--- src/hw/rtl/sdt_pkg.sv ---
`default_nettype none

package sdt_pkg;

    localparam int DELIM_MAX       = 8;
    localparam int IDX_W           = $clog2(DELIM_MAX);
    localparam int CNT_W           = $clog2(DELIM_MAX + 1);
    localparam int WORD_COUNT_BITS = 16;
    localparam int QDEPTH          = 2;
    localparam int PTR_W           = $clog2(QDEPTH);

    localparam logic KIND_WORD = 1'b0;
    localparam logic KIND_END  = 1'b1;

    localparam logic CFG_DELIM_LENGTH = 1'b0;
    localparam logic CFG_DELIM_BYTES  = 1'b1;

    typedef enum logic {
        OP_BYTE      = 1'b0,
        OP_LAST_BYTE = 1'b1
    } sdt_op_t;

    typedef struct packed {
        logic [7:0] in_byte;
        logic       end_of_string;
    } sdt_in_t;

    typedef struct packed {
        logic        kind;
        logic [7:0]  out_byte;
        logic        word_start;
        logic [15:0] word_number;
        logic        last;
    } sdt_out_t;

    typedef struct packed {
        sdt_op_t    op;
        logic [7:0] data;
    } sdt_cmd_t;

    typedef struct packed {
        logic     valid;
        sdt_cmd_t cmd;
    } sdt_qif_t;

    typedef struct packed {
        logic [3:0]  delim_length;
        logic [63:0] delim_bytes;
    } sdt_cfg_t;

endpackage

`default_nettype wire

--- src/hw/rtl/sdt_front.sv ---
`default_nettype none

module sdt_front import sdt_pkg::*;
(
    input  wire logic     clk,
    input  wire logic     rst_n,
    input  wire logic     push,
    output logic          full,
    input  wire sdt_in_t  in_item,
    output sdt_qif_t      q,
    input  wire logic     take
);

    sdt_cmd_t             mem_reg [QDEPTH];
    logic [PTR_W-1:0]     wr_ptr_reg, wr_ptr_next;
    logic [PTR_W-1:0]     rd_ptr_reg, rd_ptr_next;
    logic [PTR_W:0]       cnt_reg, cnt_next;
    logic                 do_push;
    logic                 do_pop;
    sdt_cmd_t             cmd_in;

    assign full    = (cnt_reg == (PTR_W + 1)'(QDEPTH));
    assign do_push = push && !full;
    assign do_pop  = take && (cnt_reg != '0);

    always_comb
    begin
        cmd_in.op   = in_item.end_of_string ? OP_LAST_BYTE : OP_BYTE;
        cmd_in.data = in_item.in_byte;
    end

    always_comb
    begin
        q.valid     = (cnt_reg != '0);
        q.cmd       = mem_reg[rd_ptr_reg];
        wr_ptr_next = do_push ? wr_ptr_reg + 1'b1 : wr_ptr_reg;
        rd_ptr_next = do_pop ? rd_ptr_reg + 1'b1 : rd_ptr_reg;
        cnt_next    = cnt_reg;
        if (do_push && !do_pop)
        begin
            cnt_next = cnt_reg + 1'b1;
        end
        else if (do_pop && !do_push)
        begin
            cnt_next = cnt_reg - 1'b1;
        end
    end

    always_ff @(posedge clk or negedge rst_n)
    begin
        if (!rst_n)
        begin
            wr_ptr_reg <= '0;
            rd_ptr_reg <= '0;
            cnt_reg    <= '0;
        end
        else
        begin
            wr_ptr_reg <= wr_ptr_next;
            rd_ptr_reg <= rd_ptr_next;
            cnt_reg    <= cnt_next;
        end
    end

    always_ff @(posedge clk)
    begin
        if (do_push)
        begin
            mem_reg[wr_ptr_reg] <= cmd_in;
        end
    end

endmodule

`default_nettype wire

--- src/hw/rtl/sdt_engine.sv ---
`default_nettype none

module sdt_engine import sdt_pkg::*;
(
    input  wire logic     clk,
    input  wire logic     rst_n,
    input  wire sdt_cfg_t cfg,
    input  wire sdt_qif_t cmd_q,
    output logic          cmd_take,
    input  wire logic     res_room,
    output logic          res_wr,
    output sdt_out_t      res
);

    logic [7:0]                 win_reg [DELIM_MAX];
    logic [7:0]                 win_next [DELIM_MAX];
    logic [CNT_W-1:0]           count_reg, count_next;
    logic                       gap_reg, gap_next;
    logic [WORD_COUNT_BITS-1:0] wcnt_reg, wcnt_next;
    logic                       busy_reg, busy_next;
    logic                       eos_reg, eos_next;

    always_comb
    begin
        logic [7:0]                 a [DELIM_MAX];
        logic [CNT_W-1:0]           ca;
        logic                       eos_a;
        logic [CNT_W-1:0]           len;
        logic [DELIM_MAX-1:0]       m;
        logic                       go;
        logic                       run;
        logic                       run_after;
        logic                       end_sent;
        logic                       chain_ok;
        logic [CNT_W-1:0]           shift;
        logic [CNT_W-1:0]           c_after;
        logic [6:0]                 s;
        logic [WORD_COUNT_BITS-1:0] wnew;

        len = (cfg.delim_length > CNT_W'(DELIM_MAX)) ? CNT_W'(DELIM_MAX)
                                                     : CNT_W'(cfg.delim_length);

        cmd_take = !busy_reg && cmd_q.valid && res_room;
        go       = res_room && (busy_reg || cmd_q.valid);

        a     = win_reg;
        ca    = count_reg;
        eos_a = eos_reg;
        if (!busy_reg)
        begin
            a[count_reg[IDX_W-1:0]] = cmd_q.cmd.data;
            ca    = count_reg + 1'b1;
            eos_a = (cmd_q.cmd.op == OP_LAST_BYTE);
        end

        for (int o = 0; o < DELIM_MAX; o++)
        begin
            m[o] = ((CNT_W + 1)'(o) + (CNT_W + 1)'(len) <= (CNT_W + 1)'(ca));
            for (int i = 0; i < DELIM_MAX; i++)
            begin
                if (o + i < DELIM_MAX)
                begin
                    if ((CNT_W'(i) < len) && (a[o + i] != cfg.delim_bytes[8 * i +: 8]))
                    begin
                        m[o] = 1'b0;
                    end
                end
            end
        end

        run = (len == '0) ? (ca != '0) : (ca >= len);

        chain_ok = 1'b1;
        for (int k = 0; k < DELIM_MAX; k++)
        begin
            s = 7'd1 + 7'(k) * 7'(len);
            if ((s + 7'(len) <= 7'(ca)) && !m[s[IDX_W-1:0]])
            begin
                chain_ok = 1'b0;
            end
        end

        win_next   = win_reg;
        count_next = count_reg;
        gap_next   = gap_reg;
        wcnt_next  = wcnt_reg;
        busy_next  = busy_reg;
        eos_next   = eos_reg;
        res_wr     = 1'b0;
        res        = '0;
        shift      = '0;
        c_after    = ca;
        end_sent   = 1'b0;
        run_after  = 1'b0;
        wnew       = wcnt_reg;

        if (go)
        begin
            eos_next = eos_a;
            if (run && (len != '0) && m[0])
            begin
                shift    = len;
                c_after  = ca - len;
                gap_next = 1'b1;
            end
            else if (run || (eos_a && (ca != '0)))
            begin
                shift   = CNT_W'(1);
                c_after = ca - 1'b1;
                if (gap_reg)
                begin
                    if (wcnt_reg != '1)
                    begin
                        wnew = wcnt_reg + 1'b1;
                    end
                    gap_next = 1'b0;
                end
                wcnt_next       = wnew;
                res_wr          = 1'b1;
                res.kind        = KIND_WORD;
                res.out_byte    = a[0];
                res.word_start  = gap_reg;
                res.word_number = 16'(wnew - 1'b1);
                if (eos_a)
                begin
                    res.last = 1'b0;
                end
                else if (len == '0)
                begin
                    res.last = (c_after == '0);
                end
                else
                begin
                    res.last = chain_ok;
                end
            end
            else if (eos_a)
            begin
                c_after         = '0;
                gap_next        = 1'b1;
                wcnt_next       = '0;
                end_sent        = 1'b1;
                res_wr          = 1'b1;
                res.kind        = KIND_END;
                res.word_number = 16'(wcnt_reg);
                res.last        = 1'b1;
            end

            for (int i = 0; i < DELIM_MAX; i++)
            begin
                win_next[i] = a[i];
                for (int n = 1; n <= DELIM_MAX; n++)
                begin
                    if (i + n < DELIM_MAX)
                    begin
                        if (shift == CNT_W'(n))
                        begin
                            win_next[i] = a[i + n];
                        end
                    end
                end
            end

            count_next = c_after;
            run_after  = (len == '0) ? (c_after != '0) : (c_after >= len);
            busy_next  = !end_sent && (run_after || eos_a);
        end
    end

    always_ff @(posedge clk or negedge rst_n)
    begin
        if (!rst_n)
        begin
            count_reg <= '0;
            gap_reg   <= 1'b1;
            wcnt_reg  <= '0;
            busy_reg  <= 1'b0;
            eos_reg   <= 1'b0;
        end
        else
        begin
            count_reg <= count_next;
            gap_reg   <= gap_next;
            wcnt_reg  <= wcnt_next;
            busy_reg  <= busy_next;
            eos_reg   <= eos_next;
        end
    end

    always_ff @(posedge clk)
    begin
        win_reg <= win_next;
    end

endmodule

`default_nettype wire

--- src/hw/rtl/sdt_outq.sv ---
`default_nettype none

module sdt_outq import sdt_pkg::*;
(
    input  wire logic     clk,
    input  wire logic     rst_n,
    input  wire logic     wr,
    input  wire sdt_out_t data,
    output logic          room,
    output logic          empty,
    input  wire logic     pop,
    output sdt_out_t      out_item
);

    sdt_out_t         mem_reg [QDEPTH];
    logic [PTR_W-1:0] wr_ptr_reg, wr_ptr_next;
    logic [PTR_W-1:0] rd_ptr_reg, rd_ptr_next;
    logic [PTR_W:0]   cnt_reg, cnt_next;
    logic             do_wr;
    logic             do_pop;

    assign room     = (cnt_reg != (PTR_W + 1)'(QDEPTH));
    assign empty    = (cnt_reg == '0);
    assign do_wr    = wr && room;
    assign do_pop   = pop && !empty;
    assign out_item = mem_reg[rd_ptr_reg];

    always_comb
    begin
        wr_ptr_next = do_wr ? wr_ptr_reg + 1'b1 : wr_ptr_reg;
        rd_ptr_next = do_pop ? rd_ptr_reg + 1'b1 : rd_ptr_reg;
        cnt_next    = cnt_reg;
        if (do_wr && !do_pop)
        begin
            cnt_next = cnt_reg + 1'b1;
        end
        else if (do_pop && !do_wr)
        begin
            cnt_next = cnt_reg - 1'b1;
        end
    end

    always_ff @(posedge clk or negedge rst_n)
    begin
        if (!rst_n)
        begin
            wr_ptr_reg <= '0;
            rd_ptr_reg <= '0;
            cnt_reg    <= '0;
        end
        else
        begin
            wr_ptr_reg <= wr_ptr_next;
            rd_ptr_reg <= rd_ptr_next;
            cnt_reg    <= cnt_next;
        end
    end

    always_ff @(posedge clk)
    begin
        if (do_wr)
        begin
            mem_reg[wr_ptr_reg] <= data;
        end
    end

endmodule

`default_nettype wire

--- src/hw/rtl/substring_delimiter_tokenizer.sv ---
// Channel   Handshake               Beat
// input     push / full             in_item   : in_byte, end_of_string
// result    pop / empty             out_item  : kind, out_byte, word_start,
//                                               word_number, last
// config    cfg_valid / cfg_ready   cfg_index, cfg_data
//
// One byte per cycle sustained while the result queue has room and no drain
// runs; the window engine does one compare-and-emit or one delimiter drop per
// cycle. Input stalls while a final byte drains, one result or dropped delimiter
// at a time. A window left longer than a newly written delimiter drains one step
// per cycle. Two-beat queues sit on both sides; a full result queue stalls the
// engine. Reset is asynchronous, active low; no clearing pass is needed.
`default_nettype none

module substring_delimiter_tokenizer import sdt_pkg::*;
(
    input  wire logic        clk,
    input  wire logic        rst_n,
    input  wire logic        push,
    output logic             full,
    input  wire sdt_in_t     in_item,
    output logic             empty,
    input  wire logic        pop,
    output sdt_out_t         out_item,
    input  wire logic        cfg_valid,
    output logic             cfg_ready,
    input  wire logic        cfg_index,
    input  wire logic [63:0] cfg_data
);

    logic [3:0]  delim_length_reg;
    logic [63:0] delim_bytes_reg;
    sdt_cfg_t    cfg;
    sdt_qif_t    cmd_q;
    logic        cmd_take;
    logic        res_room;
    logic        res_wr;
    sdt_out_t    res;

    assign cfg_ready        = 1'b1;
    assign cfg.delim_length = delim_length_reg;
    assign cfg.delim_bytes  = delim_bytes_reg;

    always_ff @(posedge clk or negedge rst_n)
    begin
        if (!rst_n)
        begin
            delim_length_reg <= '0;
            delim_bytes_reg  <= '0;
        end
        else if (cfg_valid && cfg_ready)
        begin
            case (cfg_index)
                CFG_DELIM_LENGTH: delim_length_reg <= cfg_data[3:0];
                CFG_DELIM_BYTES:  delim_bytes_reg  <= cfg_data;
                default:          delim_length_reg <= delim_length_reg;
            endcase
        end
    end

    sdt_front u_front
    (
        .clk     (clk),
        .rst_n   (rst_n),
        .push    (push),
        .full    (full),
        .in_item (in_item),
        .q       (cmd_q),
        .take    (cmd_take)
    );

    sdt_engine u_engine
    (
        .clk      (clk),
        .rst_n    (rst_n),
        .cfg      (cfg),
        .cmd_q    (cmd_q),
        .cmd_take (cmd_take),
        .res_room (res_room),
        .res_wr   (res_wr),
        .res      (res)
    );

    sdt_outq u_outq
    (
        .clk      (clk),
        .rst_n    (rst_n),
        .wr       (res_wr),
        .data     (res),
        .room     (res_room),
        .empty    (empty),
        .pop      (pop),
        .out_item (out_item)
    );

    a_end_marker_form: assert property (@(posedge clk) disable iff (!rst_n)
        (!empty && (out_item.kind == KIND_END)) |->
            (out_item.last && !out_item.word_start && (out_item.out_byte == 8'd0)))
        else $error("end marker malformed");

    a_result_has_room: assert property (@(posedge clk) disable iff (!rst_n)
        res_wr |-> res_room)
        else $error("result written into a full queue");

    a_full_after_push: assert property (@(posedge clk) disable iff (!rst_n)
        $rose(full) |-> $past(push))
        else $error("input queue filled without a push");

    a_take_needs_beat: assert property (@(posedge clk) disable iff (!rst_n)
        cmd_take |-> cmd_q.valid)
        else $error("engine took from an empty queue");

endmodule

`default_nettype wire

--- config.mk ---
export PLATFORM = sky130hd
export DESIGN_NAME = substring_delimiter_tokenizer
export DESIGN_NICKNAME = d
export VERILOG_FILES = /design/src/hw/rtl/sdt_pkg.sv /design/src/hw/rtl/sdt_front.sv /design/src/hw/rtl/sdt_engine.sv /design/src/hw/rtl/sdt_outq.sv /design/src/hw/rtl/substring_delimiter_tokenizer.sv
export SDC_FILE = /design/constraint.sdc
export NUM_CORES = 1
export LEC_CHECK = 0
export ABC_CLOCK_PERIOD_IN_PS = 5440
export BUFFER_PORTS_ARGS = -buffer_cell sky130_fd_sc_hd__buf_2
export CORE_ASPECT_RATIO = 1.75
export CORE_MARGIN = 4
export CORE_UTILIZATION = 35
export DETAILED_ROUTE_END_ITERATION = 12
export PLACE_DENSITY = 0.57
export SLEW_MARGIN = 15
export SYNTH_ARGS = -nofsm -noshare
export SYNTH_HDL_FRONTEND = slang
export SYNTH_SLANG_ARGS = --single-unit
export TNS_END_PERCENT = 30
--- constraint.sdc ---
create_clock -name clk -period 5.44 [get_ports clk]
set_clock_uncertainty 0.15 [all_clocks]
set_input_delay 0.544 -clock clk [delete_from_list [all_inputs] [get_ports clk]]
set_output_delay 0.544 -clock clk [all_outputs]
set_load 0.01 [all_outputs]
==> Flow_metrics.wiki, run 1 <==
{| class="wikitable"
! Metric !! Value
|-
| Total routed wirelength || 71500 um
|-
| Post-CTS Resized || 0
|-
| Hold buffer count at CTS || 1
|-
| Data arrival at the endpoint of the critical path || around 5000 ps
|-
| Routed wirelength normalized by instance count || around 27 um
|-
| Share of post-route cells with drive strength above 1 || a little under a quarter
|-
| Post-CTS setup buffers || 0
|-
| Most common cell after layout, fill and taps aside || sky130_fd_sc_hd__xnor2_1
|-
| Post-detailed-route DRC marker count || 0
|-
| Class of the most critical setup path || flip-flop to flip-flop
|-
| Timing-limited maximum frequency || 0.204 GHz
|-
| Number of buffer cells added on primary ports || 107
|-
| Endpoints failing hold || 0
|-
| Post-Syn Instances || 1832
|-
| Max-slew violation count || 0
|-
| Launch instance of the worst min-delay path || in_item[1]
|-
| Startpoint of the worst setup timing path || delim_length_reg[3]
|-
| Number of clock sinks || around 240
|-
| Row count || 111
|-
| FF/Latch Area || 6560 um2
|-
| Core outline area || 52600 um2
|-
| Remaining number of nets flagged by the antenna check after routing || 0
|-
| Sink of the worst hold path || u_front.mem_reg[1][0]
|-
| Sequence of cells on the critical path || inv_1 -> nand2_1 -> inv_1 -> buf_4 -> ha_1 -> a21oi_1 -> a21oi_1 -> a2111oi_4 -> buf_4 -> a41oi_4 -> buf_4 -> mux2_2 -> nor2_1 -> nor3_1 -> a221oi_1
|-
| Via-to-Cell Ratio || 5.90
|-
| Worst IR drop on VDD || 366 uV
|-
| Depth of the CTS H-tree || 1
|-
| Pin count of the biggest net entering global routing || 60
|-
| Multi-input gate area || 11400 um2
|-
| Final-layout setup total negative slack || 0 ps
|-
| Type of destination of the critical path || flip-flop
|-
| Synth async-reset ratio || between 40% and 50%
|-
| Worst slew margin || 45.0%
|-
| Largest fanout of any net on the critical path || 13
|-
| Slowest cell on the critical path || sky130_fd_sc_hd__a21oi_1
|-
| Final critical delay including setup and external delays || about 4900 ps
|-
| Area growth from synthesis to final layout || 14.6%
|-
| Synth area leaders || sky130_fd_sc_hd__edfxtp_1 (22%), sky130_fd_sc_hd__xnor2_1 (14%), sky130_fd_sc_hd__dfrtp_1 (13%)
|-
| Cell taking the most area after synthesis || sky130_fd_sc_hd__edfxtp_1
|-
| Number of enable-type register cells in the synthesized netlist || 136
|-
| Clock latency at the later pin of the worst-skew pair || 580 ps
|-
| Clock buffer count from CTS || 25
|-
| Sum of net half-perimeters after detailed placement || 53200 um
|-
| Number of DRC markers in iteration 0 || 1323
|-
| Hold slack final || roughly 21 ps
|-
| Number of cells on the worst reg-to-reg path || 15
|-
| Static power due to leakage || 8.06 nW
|-
| Critical path required time || ~5700 ps
|-
| Synthesized area divided by synthesized cell count || 10.2 um2
|-
| Cell area after synthesis || 18700 um2
|-
| Buf/Inv on CP || 5
|-
| Clock tree from TritonCTS || yes
|-
| Filler cell count || 5171
|-
| Final critical-path share of the clock period || 89.9%
|-
| Final core utilization || 40.6%
|-
| Pre-CTS setup slack || 602 ps
|-
| Top Family by Delay on Critical Path || compound AO/OA/AOI/OAI gates
|-
| Final setup violating endpoints || 0
|-
| Total power divided by cell area || 747 nW/um2
|-
| Worst reg2reg path startpoint || delim_length_reg[3]
|-
| Share of Yosys cell area claimed by the top area cell type || a little over a fifth
|-
| Diode count || 0
|-
| Outcome || complete, no violations
|-
| Synth unique cells || 82
|-
| Max capacitance violation total || 0
|-
| Die Wd || 183 um
|-
| RePlAce Congestion || 1.01
|-
| Prevailing post-synth register cell || sky130_fd_sc_hd__edfxtp_1
|-
| Clock root cell || sky130_fd_sc_hd__clkbuf_16
|-
| Register-to-Register Setup Slack || around 550 ps
|-
| Number of vias in the routed layout || 15689
|-
| Worst reg2reg endpoint || u_engine.win_reg[55]
|-
| Most used cells in the layout excluding fill and tap cells || sky130_fd_sc_hd__xnor2_1 (305), sky130_fd_sc_hd__buf_4 (138), sky130_fd_sc_hd__edfxtp_1 (136)
|-
| Number of search-and-repair iterations in the first detailed-routing pass || 6
|-
| Final design instance area without fill || 21400 um2
|-
| First-pass GRT wire length || 106000 um
|-
| Total placed instance area || 20500 um2
|-
| I/O pin total || 109
|-
| Overflow left after global routing || 0
|-
| Yosys Warn Count || 0
|-
| Reg clk slew, reported paths || 60 ps
|-
| Vias in the first global route || 16227
|-
| Worst setup slack after layout || 548 ps
|-
| Most frequent cell on the critical path || sky130_fd_sc_hd__buf_4
|-
| Height of the chip || between 300 and 400 um
|-
| Sequential element share of the synthesized area || 35.2%
|-
| Number of stages on the worst hold path || 1
|-
| Global-route usage over all layers || about 24%
|-
| #FFs+latches synth || between 200 and 250
|-
| Die footprint || roughly 57000 um2
|-
| Number of buffers between clock root and the deepest sink || 3
|-
| Starting density of the core || between 30% and 40%
|-
| CP startpoint kind || flip-flop
|-
| Synth Net Count || 1983
|-
| Antenna violations before repair || 0
|-
| Stage delay of the slowest cell on the critical path || 700 ps
|-
| Net count, final || 2111
|-
| RSZ-0062 raised after global routing || false
|-
| Worst hold-check path type || primary input to flip-flop
|-
| Least-Margin Pin Slew || 826 ps
|}
-- metal layers --
layer	wire [um]	GRT usage (%)
met1	24400	25.3
met2	35900	43.6
met3	4220	3.29
met4	6960	18.9
met5	0	0
-- where the power goes --
group / total [mW] / internal, mW / switching [mW]
logic: 10.6 / 4.24 / 6.33
registers: 3.61 / 3.02 / 0.591
clock network: 1.79 / 0.999 / 0.788
total: 16.0 / 8.26 / 7.71
-- cell type report --
class | count | share of cell area [%]
Timing Repair Buffer | 247 | 7.56
Sequential cell | 235 | 30.7
Clock inverter | 15 | 0.813
Tap cell | 678 | 3.97
Multi-Input combinational cell | 1403 | 53.1
Clock buffer | 31 | 3.03
Inverter | 48 | 0.843
-- worst reg2reg max path, delay by kind of cell (launching register included) --
family | cells | cell delay [ps]
mux | 1 | 370
buf+inv | 5 | 1180
fa+ha+maj | 1 | 450
flops | 1 | 470
simple gates | 3 | 230
compound gates | 5 | 1860
-- cells by family after synthesis --
| family | count (synthesis) | share of synthesized area [%] |
|---|---|---|
| XOR/XNOR | 328 | 15.4 |
| buffers and inverters | 194 | 4.49 |
| adder cells (fa/ha/maj) | 72 | 4.99 |
| AO/OA/AOI/OAI | 348 | 12.8 |
| multiplexers | 233 | 15.3 |
| AND/OR/NAND/NOR | 421 | 11.8 |
| other | 1 | 0.0201 |
| flip-flops | 235 | 35.2 |
-- how the worst max path moves through the flow --
stage / end / cells past startpoint
finish: u_engine.win_reg[55] / 15
global route: u_engine.busy_reg / 19
CTS: u_engine.busy_reg / 19
detailed placement: u_engine.busy_reg / 19
global placement: u_engine.busy_reg / 19
floorplan: u_outq.mem_reg[0][0] / 14
-- synth_stat cells (28+ instances only) --
| master | count |
|---|---|
| sky130_fd_sc_hd__a21oi_1 | 101 |
| sky130_fd_sc_hd__ha_1 | 68 |
| sky130_fd_sc_hd__xnor2_1 | 305 |
| sky130_fd_sc_hd__nor2_1 | 113 |
| sky130_fd_sc_hd__nor3_1 | 28 |
| sky130_fd_sc_hd__clkbuf_1 | 71 |
| sky130_fd_sc_hd__dfrtp_1 | 98 |
| sky130_fd_sc_hd__buf_2 | 34 |
| sky130_fd_sc_hd__mux2_2 | 104 |
| sky130_fd_sc_hd__mux2i_1 | 78 |
| sky130_fd_sc_hd__inv_1 | 48 |
| sky130_fd_sc_hd__buf_1 | 31 |
| sky130_fd_sc_hd__nand2_1 | 77 |
| sky130_fd_sc_hd__edfxtp_1 | 136 |
| sky130_fd_sc_hd__o21ai_0 | 55 |
| sky130_fd_sc_hd__nor4_1 | 84 |
-- metrics by stage --
stage               cells  total power, mW
floorplan            1832             10.5
global placement     2610             14.0
detailed placement   2610             14.1
CTS                  2657             15.9
global route         2657             16.9
finish               2657             16.0
Note: power is estimated with default switching activity, not from simulation.
==> run 2: changes to the inputs <==
--- a/config.mk
+++ b/config.mk
@@ -6,12 +6,12 @@
 export NUM_CORES = 1
 export LEC_CHECK = 0
 export ABC_CLOCK_PERIOD_IN_PS = 5440
-export BUFFER_PORTS_ARGS = -buffer_cell sky130_fd_sc_hd__buf_2
 export CORE_ASPECT_RATIO = 1.75
 export CORE_MARGIN = 4
 export CORE_UTILIZATION = 35
 export DETAILED_ROUTE_END_ITERATION = 12
-export PLACE_DENSITY = 0.57
+export DONT_BUFFER_PORTS = 1
+export PLACE_DENSITY = 0.55
 export SLEW_MARGIN = 15
 export SYNTH_ARGS = -nofsm -noshare
 export SYNTH_HDL_FRONTEND = slang
==> run 2 against run 1 <==
Compared with the run above:
- die area unchanged
- final area up 0.64%
- power down 1.1%
- cell count down 1.4%
- critical endpoint is now u_engine.busy_reg
- largest cell class unchanged
- non-clock buffer count down 38
- largest power group unchanged
- highest routed layer unchanged
- utilization up 0.26 points
- first-iteration DRC count down 8.2%
==> Flow_metrics.wiki, run 2 (synthesis gave the netlist of run 1 again) <==
{| class="wikitable"
! Metric !! Value
|-
| Total power divided by cell area || 734 nW/um2 (was 747 nW/um2)
|-
| Height of the chip || 313 um (unchanged)
|-
| Overflow left after global routing || 0 (unchanged)
|-
| Reg clk slew, reported paths || 60 ps (about the same)
|-
| Largest fanout of any net on the critical path || 15 (was 13)
|-
| Hold buffer count at CTS || 75 (was 1)
|-
| Diode count || 0 (unchanged)
|-
| Critical path required time || 5770 ps (was 5660 ps)
|-
| I/O pin total || 109 (unchanged)
|-
| Number of clock sinks || 235 (unchanged)
|-
| First-pass GRT wire length || 104000 um (was 106000 um)
|-
| Routed wirelength normalized by instance count || 26.9 um (about the same)
|-
| Static power due to leakage || 7.91 nW (was 8.06 nW)
|-
| Via-to-Cell Ratio || 5.92 (was 5.90)
|-
| Antenna violations before repair || 0 (unchanged)
|-
| Post-CTS Resized || 0 (unchanged)
|-
| Number of buffers between clock root and the deepest sink || 3 (unchanged)
|-
| Global-route usage over all layers || 24.0% (was 24.3%)
|-
| Timing-limited maximum frequency || 0.210 GHz (was 0.204 GHz)
|-
| Sum of net half-perimeters after detailed placement || 52900 um (was 53200 um)
|-
| RePlAce Congestion || 1.02 (was 1.01)
|-
| Met2 track utilization from global routing || 43.7% (was 43.6%)
|-
| Met1 Resource Use GR || 24.2% (was 25.3%)
|-
| Max capacitance violation total || 0 (unchanged)
|-
| Post-CTS setup buffers || 0 (unchanged)
|-
| Remaining number of nets flagged by the antenna check after routing || 0 (unchanged)
|-
| Most used cells in the layout excluding fill and tap cells || sky130_fd_sc_hd__xnor2_1 (305), sky130_fd_sc_hd__edfxtp_1 (136), sky130_fd_sc_hd__buf_4 (132) (was sky130_fd_sc_hd__xnor2_1 (305), sky130_fd_sc_hd__buf_4 (138), sky130_fd_sc_hd__edfxtp_1 (136))
|-
| Routing layer with the top usage in global route || met2 (unchanged)
|-
| Pin count of the biggest net entering global routing || 100 (was 60)
|-
| RSZ-0062 raised after global routing || false (unchanged)
|-
| Filler cell count || 5058 (was 5171)
|-
| Die Wd || 183 um (unchanged)
|-
| Final-layout setup total negative slack || 0 ps (unchanged)
|-
| Vias in the first global route || 15729 (was 16227)
|-
| Outcome || complete, no violations (unchanged)
|-
| Row count || 111 (unchanged)
|-
| Stage delay of the slowest cell on the critical path || 620 ps (was 700 ps)
|-
| Area growth from synthesis to final layout || 15.4% (was 14.6%)
|-
| Post-detailed-route DRC marker count || 0 (unchanged)
|-
| Number of DRC markers in iteration 0 || 1215 (was 1323)
|-
| Starting density of the core || 35.4% (unchanged)
|-
| Share of post-route cells with drive strength above 1 || 18.7% (was 23.9%)
|-
| Clock root cell || sky130_fd_sc_hd__clkbuf_16 (unchanged)
|-
| Clock tree from TritonCTS || yes (unchanged)
|-
| Total placed instance area || 20000 um2 (was 20500 um2)
|-
| Final critical delay including setup and external delays || 4760 ps (was 4890 ps)
|-
| Worst IR drop on VDD || 424 uV (was 366 uV)
|-
| Least-Margin Pin Slew || 931 ps (was 826 ps)
|-
| Number of vias in the routed layout || 15492 (was 15689)
|-
| Worst hold-check path type || primary input to flip-flop (unchanged)
|-
| Endpoints failing hold || 0 (unchanged)
|-
| Number of buffer cells added on primary ports || 0 (was 107)
|-
| Sequence of cells on the critical path || nor4bb_4 -> buf_4 -> mux2i_4 -> xnor2_1 -> nor4_1 -> nand4_1 -> a221oi_4 -> nand4_4 -> buf_4 -> a31oi_1 -> inv_1 -> ha_1 -> a21oi_1 -> nor2b_1 -> o21ai_0 -> nand2_1 -> nand3_1 -> a41oi_1 -> a21o_1 (was inv_1 -> nand2_1 -> inv_1 -> buf_4 -> ha_1 -> a21oi_1 -> a21oi_1 -> a2111oi_4 -> buf_4 -> a41oi_4 -> buf_4 -> mux2_2 -> nor2_1 -> nor3_1 -> a221oi_1)
|-
| Met3 demand-to-capacity share in global routing || 3.33% (was 3.29%)
|-
| Class of the most critical setup path || flip-flop to flip-flop (unchanged)
|-
| Die footprint || 57200 um2 (unchanged)
|-
| Final setup violating endpoints || 0 (unchanged)
|-
| Final design instance area without fill || 21500 um2 (was 21400 um2)
|-
| Total routed wirelength || 70600 um (was 71500 um)
|-
| Most common cell after layout, fill and taps aside || sky130_fd_sc_hd__xnor2_1 (unchanged)
|-
| Worst slew margin || 37.8% (was 45.0%)
|-
| Most frequent cell on the critical path || sky130_fd_sc_hd__buf_4 (unchanged)
|-
| CP startpoint kind || flip-flop (unchanged)
|-
| Number of search-and-repair iterations in the first detailed-routing pass || 10 (was 6)
|-
| Depth of the CTS H-tree || 1 (unchanged)
|-
| Net count, final || 2073 (was 2111)
|-
| Core outline area || 52600 um2 (unchanged)
|-
| Clock latency at the later pin of the worst-skew pair || 590 ps (was 580 ps)
|-
| Final critical-path share of the clock period || 87.5% (was 89.9%)
|-
| Clock buffer count from CTS || 25 (unchanged)
|-
| Type of destination of the critical path || flip-flop (unchanged)
|-
| Data arrival at the endpoint of the critical path || 5090 ps (was 5110 ps)
|-
| Max-slew violation count || 0 (unchanged)
|-
| Slowest cell on the critical path || sky130_fd_sc_hd__dfrtp_1 (was sky130_fd_sc_hd__a21oi_1)
|}
==> run 2: cell count changes in the layout (fill, tap and decap cells not counted), sizes merged, moves of 2 or more <==
cell	previous run	this run
clkinv	7	9
bufinv	3	0
buf	246	135
dlygate4sd3	1	74
==> run 2: layout make-up <==
class / count / area [um2] / share of cell area (%)
inverter: 48 / 180 / 0.837
timing repair buffer: 209 / 1800 / 8.36
sequential: 235 / 6560 / 30.5
clock inverter: 14 / 105 / 0.488
multi-input combinational: 1403 / 11400 / 52.8
clock buffer: 32 / 662 / 3.08
tap: 678 / 848 / 3.94
==> run 2: final timing paths <==
path	endpoint	slack, ps	depth (start not counted)	startpoint
setup / recovery	u_engine.busy_reg	680	19	u_engine.count_reg[0]
hold / removal	u_front.wr_ptr_reg	50	2	push
min in group asynchronous	delim_bytes_reg[33]	450	2	rst_n
setup reg to reg	u_engine.busy_reg	680	19	u_engine.count_reg[0]
hold reg to reg	u_front.wr_ptr_reg	350	1	u_front.wr_ptr_reg
max in group asynchronous	u_engine.wcnt_reg[1]	4220	2	rst_n
==> run 2: power breakdown <==
part	internal (mW)	switching, mW
registers	3.03	0.595
logic	4.16	6.37
clock network	0.875	0.776
==> run 2: routing by layer <==
metal,routed length (um),vias up
met5,0,-
met4,6980,0
met3,4180,323
met2,36100,756
met1,23300,7532
li1,-,6881
==> run 2: worst max-delay path, delay by kind of cell (launching register included) <==
family	cells	cell delay (ps)
AOI/OAI and AO/OA	6	1210
xor gates and xnor gates	1	80
adders and majority gates	1	270
buffers and inverters	3	660
DFF	1	620
muxes	1	300
and+or+nand+nor	7	1350
==> run 2: through the flow <==
step | worst slack, ps | hold WS (ps) | power [mW] | cells | utilization (%)
6_report | 681 | 47.1 | 15.8 | 2619 | 40.9
5_1_grt | 356 | 67.4 | 16.7 | 2619 | 40.9
4_1_cts | 686 | 25.4 | 15.8 | 2619 | 40.9
3_5_place_dp | 727 | 102 | 14.0 | 2498 | 38.0
3_3_place_gp | 689 | 101 | 13.9 | 2498 | 38.0
2_1_floorplan | 495 | 98.4 | 10.5 | 1832 | -
